[src/rtl/sqsp_pkg.sv]
// Shared constants for the square spiral coordinate generator.
`default_nettype none

package sqsp_pkg;

    // Default number of step index bits taken from the input.
    localparam int INDEX_BITS_DEF = 20;

    // Width of each signed coordinate offset.
    localparam int OUT_W = 11;

endpackage : sqsp_pkg

`default_nettype wire

[src/rtl/square_spiral_coordinates.sv]
// Square spiral step index to signed column and row offsets, fully pipelined.
//
// The input channel (in_valid, in_stall, step_index) takes one step index per beat.
// The output channel (out_valid, out_stall, col_offset, row_offset) gives one
// pair of two's complement offsets per beat, in input order.
// Internally k = step_index + 1 goes through a restoring square root pipeline
// that settles one root bit per stage, so the root of k and its remainder
// k - r*r leave the last stage together. A final stage picks the ring edge.
// An accepted beat passes the input register, the root stages and the output register,
// where RW = (INDEX_BITS + 2) / 2 is the root width, so 11 bits at the default 20.
// Throughput is one beat per cycle while the receiver does not stall; every
// root stage is one compare and subtract. When the receiver stalls a valid
// result, the whole pipeline holds and in_stall rises in the same cycle;
// nothing is dropped or repeated. Reset clears only the valid bits.
`default_nettype none

module square_spiral_coordinates #(
    parameter int INDEX_BITS = sqsp_pkg::INDEX_BITS_DEF
) (
    input  wire logic                              clk,
    input  wire logic                              rst_n,
    input  wire logic                              in_valid,
    output logic                                   in_stall,
    input  wire logic [INDEX_BITS-1:0]             step_index,
    output logic                                   out_valid,
    input  wire logic                              out_stall,
    output logic signed [sqsp_pkg::OUT_W-1:0]      col_offset,
    output logic signed [sqsp_pkg::OUT_W-1:0]      row_offset
);
    import sqsp_pkg::*;

    localparam int KW = INDEX_BITS + 1;
    localparam int RW = (KW + 1) / 2;
    localparam int PW = 2 * RW;
    localparam int WW = (RW + 2 > OUT_W) ? RW + 2 : OUT_W;

    logic          advance;
    logic          valid_reg [0:RW];
    logic [KW-1:0] k_reg     [0:RW];
    logic [RW:0]   rem_reg   [0:RW];
    logic [RW-1:0] root_reg  [0:RW];

    logic                    out_valid_reg;
    logic signed [OUT_W-1:0] col_reg;
    logic signed [OUT_W-1:0] row_reg;
    logic signed [OUT_W-1:0] col_next;
    logic signed [OUT_W-1:0] row_next;

    // The pipeline moves unless a finished result is being held back.
    assign advance  = !(out_valid_reg && out_stall);
    assign in_stall = !advance;

    always_ff @(posedge clk or negedge rst_n)
    begin
        if (!rst_n)
        begin
            valid_reg[0] <= 1'b0;
        end
        else if (advance)
        begin
            valid_reg[0] <= in_valid;
        end
    end

    always_ff @(posedge clk)
    begin
        if (advance)
        begin
            k_reg[0]    <= {1'b0, step_index} + KW'(1);
            rem_reg[0]  <= '0;
            root_reg[0] <= '0;
        end
    end

    for (genvar s = 1; s <= RW; s++)
    begin : g_root
        localparam int I = RW - s;

        logic [PW-1:0] kpad;
        logic [RW+2:0] acc;
        logic [RW+2:0] trial;
        logic [RW+2:0] diff;
        logic          take;

        // Bring down the next two bits of k and try to set the next root bit.
        always_comb
        begin
            kpad  = PW'(k_reg[s-1]);
            acc   = {rem_reg[s-1], kpad[2*I+1:2*I]};
            trial = {1'b0, root_reg[s-1], 2'b01};
            diff  = acc - trial;
            take  = (acc >= trial);
        end

        always_ff @(posedge clk or negedge rst_n)
        begin
            if (!rst_n)
            begin
                valid_reg[s] <= 1'b0;
            end
            else if (advance)
            begin
                valid_reg[s] <= valid_reg[s-1];
            end
        end

        always_ff @(posedge clk)
        begin
            if (advance)
            begin
                k_reg[s]    <= k_reg[s-1];
                rem_reg[s]  <= take ? diff[RW:0] : acc[RW:0];
                root_reg[s] <= {root_reg[s-1][RW-2:0], take};
            end
        end
    end

    // Edge selection from the root r and the remainder k - r*r.
    always_comb
    begin
        logic signed [WW-1:0] rs;
        logic signed [WW-1:0] ms;
        logic signed [WW-1:0] hl;
        logic signed [WW-1:0] hu;
        logic signed [WW-1:0] col_w;
        logic signed [WW-1:0] row_w;
        logic                 square;
        logic                 first_edge;

        rs         = $signed(WW'(root_reg[RW]));
        ms         = $signed(WW'(rem_reg[RW]));
        hl         = rs >>> 1;
        hu         = (rs + WW'(1)) >>> 1;
        square     = (rem_reg[RW] == '0);
        first_edge = (ms <= rs + WW'(1));

        if (!root_reg[RW][0])
        begin
            if (square)
            begin
                col_w = WW'(1) - hl;
                row_w = hl;
            end
            else if (first_edge)
            begin
                col_w = -hl;
                row_w = hl - (ms - WW'(1));
            end
            else
            begin
                col_w = -hl + (ms - rs - WW'(1));
                row_w = -hl;
            end
        end
        else
        begin
            if (square)
            begin
                col_w = hl;
                row_w = -hl;
            end
            else if (first_edge)
            begin
                col_w = hu;
                row_w = -hu + ms;
            end
            else
            begin
                col_w = hu - (ms - rs - WW'(1));
                row_w = hu;
            end
        end

        col_next = col_w[OUT_W-1:0];
        row_next = row_w[OUT_W-1:0];
    end

    always_ff @(posedge clk or negedge rst_n)
    begin
        if (!rst_n)
        begin
            out_valid_reg <= 1'b0;
        end
        else if (advance)
        begin
            out_valid_reg <= valid_reg[RW];
        end
    end

    always_ff @(posedge clk)
    begin
        if (advance)
        begin
            col_reg <= col_next;
            row_reg <= row_next;
        end
    end

    assign out_valid  = out_valid_reg;
    assign col_offset = col_reg;
    assign row_offset = row_reg;

    // A valid root leaving the last stage always becomes a result beat.
    a_last_to_out: assert property (@(posedge clk) disable iff (!rst_n)
        (advance && valid_reg[RW]) |=> out_valid_reg)
        else $error("root stage result did not reach the output register");

    // The remainder of a finished root never exceeds twice the root.
    a_root_bound: assert property (@(posedge clk) disable iff (!rst_n)
        valid_reg[RW] |-> (rem_reg[RW] <= {root_reg[RW], 1'b0}))
        else $error("square root remainder out of range");

    // A frozen pipeline keeps its first stage intact.
    a_hold_first: assert property (@(posedge clk) disable iff (!rst_n)
        (!advance && valid_reg[0]) |=> (valid_reg[0] && $stable(k_reg[0])))
        else $error("first stage changed while the pipeline was held");

    // The input only stalls behind a result that is waiting.
    a_stall_cause: assert property (@(posedge clk) disable iff (!rst_n)
        in_stall |-> (out_valid && out_stall))
        else $error("input stalled without a held result");

endmodule : square_spiral_coordinates

`default_nettype wire
[config.mk]
export PLATFORM = sky130hd
export DESIGN_NAME = square_spiral_coordinates
export DESIGN_NICKNAME = d
export VERILOG_FILES = /design/src/rtl/sqsp_pkg.sv /design/src/rtl/square_spiral_coordinates.sv
export SDC_FILE = /design/constraint.sdc
export NUM_CORES = 1
export LEC_CHECK = 0
export BUFFER_PORTS_ARGS = -buffer_cell sky130_fd_sc_hd__buf_2
export CORE_MARGIN = 8
export CORE_UTILIZATION = 45
export DETAILED_ROUTE_END_ITERATION = 16
export GPL_TIMING_DRIVEN = 0
export PLACE_DENSITY_LB_ADDON = 0.05
export SYNTH_ARGS = -nofsm -noshare
export SYNTH_HDL_FRONTEND = slang
export SYNTH_SLANG_ARGS = --single-unit
[constraint.sdc]
create_clock -name clk -period 14.4 [get_ports clk]
set_input_delay 2.88 -clock clk [delete_from_list [all_inputs] [get_ports clk]]
set_output_delay 2.88 -clock clk [all_outputs]
set_load 0.03 [all_outputs]
==> metrics.cfg <==
[outcome]
status = complete, no violations

[worst_setup_path]
cp.arrival_ps = 4770
cp_data_required_time_ps = 11520
cp_max_fo = 124
start_kind = primary input
end_kind = output port
critPathKind = primary input to output port

[layout]
antenna_cells = 0
fin_nets = 1948
layout_common_cells = edfxtp_1, inv_1, ha_1, nor2_1, nand2_1
largest_reg_flops = 133
final_layout_size_suffix_gt1_share_pct = 9.69
final_common_cell = edfxtp_1
area_growth_syn_to_layout_pct = 11.8

[min_path]
min_path_type = register to register

[synth]
yosysSeqAreaShare_pct = 53.6
netlist.area_leader.share_pct = 51.9
synth_enable_flop_cells = 337
async_flop_share_pct = 3.71
synth_area_leaders = edfxtp_1, ha_1, xnor2_1
syn_nets = 1858
synth-seq-cells = 350
syn_area_mm2 = 0.0195
avgSynthCellArea_um2 = 11.6
synthDistinctLibCells = 82
synth_top_area_cell = edfxtp_1
synth_cells = 1677
yosysWarnings = 0
ys.flop_type = edfxtp_1

[global_routing]
grtUsageTotal_pct = 17.0
grt_start_max_net_pins = 125
antenna_found_initial = 0
grt_pass1_wl_um = 67800
grt_overflow = 0
grt_pass1_vias = 12800

[clocking]
worstSkewPairLatency_ps = 550
numCtsBuffers = 39
clockBufferDepth = 3
cts-root-buf = clkbuf_16
cts_sinks = 350
clk_pin_slew_ps = 60
cts_hold_repair.buffers = 0
cts.repair.resized = 0
cts_tree = built
htreeDepth = 2
cts_setup_buffers = 0

[detailed_routing]
via_count = 12700
drc_errors = 0
post_drt_via_cell_ratio = 5.34
detail-route-antenna-nets = 0
wl_per_cell_um = 18.0
first_pass_iters = 6
initialDrtViolationCount = 687
drt-total-wl_um = 42800

[sta]
period_needed_ps = 7650
setup_viol = 0
final_hold_viol_count = 0
rsz0062_at_grt = false
fmax_mhz = 131
post-route-period-util_pct = 53.1
relSlewSlack_pct = 36.9
finalSetupTns_ps = 0
whs_ps = 416
tightest_slew_ps = 947
clock_skew_ps = 20.3
slew_violations = 0

[run]
cap_viol_max_count = 0

[pwr]
power_frac_seq_pct = 34.1
power_frac_clock_pct = 17.3
power.density_mw_per_mm2 = 263
power.internal_mw = 3.46
switchingPower_mw = 2.28
leakage_nw = 8.87
pwr-share-comb_pct = 48.6
p_sw_share_pct = 39.7
vdd_drop_max_mv = 0.160

[floorplanning]
io_pins = 48
core-area_mm2 = 0.0429
row_count = 76
start_util_pct = 45.5
die_x_um = 224
dieArea_mm2 = 0.0503
chipHeight_um = 224

[placed_design]
gp_congestion = 0.934
dpl.hpwl_um = 31800
port_buffers = 47

[metrics by stage]
stage               total power, mW  instance area (um^2)  utilization [%]  setup slack, ps  cells
floorplan                      4.02                 19500                -             2940   1677
global placement               4.78                 20500             47.7             1870   2309
detailed placement             4.76                 20500             47.9             6670   2311
CTS                            5.78                 21800             50.9             6670   2380
global route                   6.16                 21800             50.9             6510   2380
finish                         5.73                 21800             50.9             6750   2380
[layout make-up]
cell class | count | area, um^2
buffer | 39 | 171
clock buffer | 48 | 1030
clock inverter | 21 | 243
fill | 3844 | 21100
inverter | 159 | 597
multi-input combinational | 1129 | 8300
sequential | 350 | 10400
tap | 585 | 732
timing repair buffer | 49 | 290
[cells by family after synthesis]
logic type / share of synthesized area [%]
adder cells (fa/ha/maj): 10.3
XOR/XNOR: 6.64
other: 0.0192
AO/OA/AOI/OAI: 10.6
flip-flops: 53.6
buffers and inverters: 3.89
multiplexers: 3.63
AND/OR/NAND/NOR: 11.4
[worst max-delay path, cell delays in order]
cell	delay, ps
buf_2	90
nand2_1	190
clkbuf_8	730
buf_16	500
inv_1	70
buf_2	190
[Yosys cell counts (7+ instances only)]
library cell	count
edfxtp_1	337
inv_1	157
ha_1	152
nor2_1	114
nand2_1	102
xnor2_1	97
a21oi_1	81
o21ai_0	65
nor3_1	48
xor2_1	44
mux2_2	38
nand3_1	33
o21a_1	32
clkbuf_1	30
a21o_1	24
nor2b_1	23
nand4_1	20
nor4_1	20
o21ai_1	18
nand2b_1	15
or3_1	14
dfrtp_1	13
and3_1	12
o31ai_1	11
a211oi_1	10
mux2i_1	10
o211ai_1	9
o22ai_1	9
a31oi_1	8
and2_1	8
mux2_1	8
nand3b_1	7
or4_1	7
[worst paths after layout]
| check | from | end | slack (ps) | cells after the start |
|---|---|---|---|---|
| worst max register to register | root_reg[11][0] | row_offset[3] | 8670 | 15 |
| worst min-delay path | k_reg[5][2] | k_reg[6][2] | 420 | 0 |
| max in group asynchronous | rst_n | out_valid | 11980 | 1 |
| min in group asynchronous | rst_n | valid_reg[0] | 2200 | 1 |
| worst min register to register | k_reg[5][2] | k_reg[6][2] | 420 | 0 |
| worst max-delay path | out_stall | in_stall | 6750 | 6 |
[metal layers]
metal	track usage [%]	wire length [um]	vias up
met5	0	0	-
met4	6.58	1500	0
met3	2.90	1760	92
met2	29.9	20900	251
met1	20.7	18600	6078
li1	-	-	6300
[power by group through the flow]
stage	Sequential, mW	Combinational, mW	Clock, mW
floorplan	2.00	2.03	0
global placement	2.04	2.73	0
detailed placement	1.98	2.78	0
CTS	1.96	2.80	1.02
global route	2.00	3.09	1.06
finish	1.95	2.79	0.992
No activity file was read; power rests on OpenSTA's default activity.
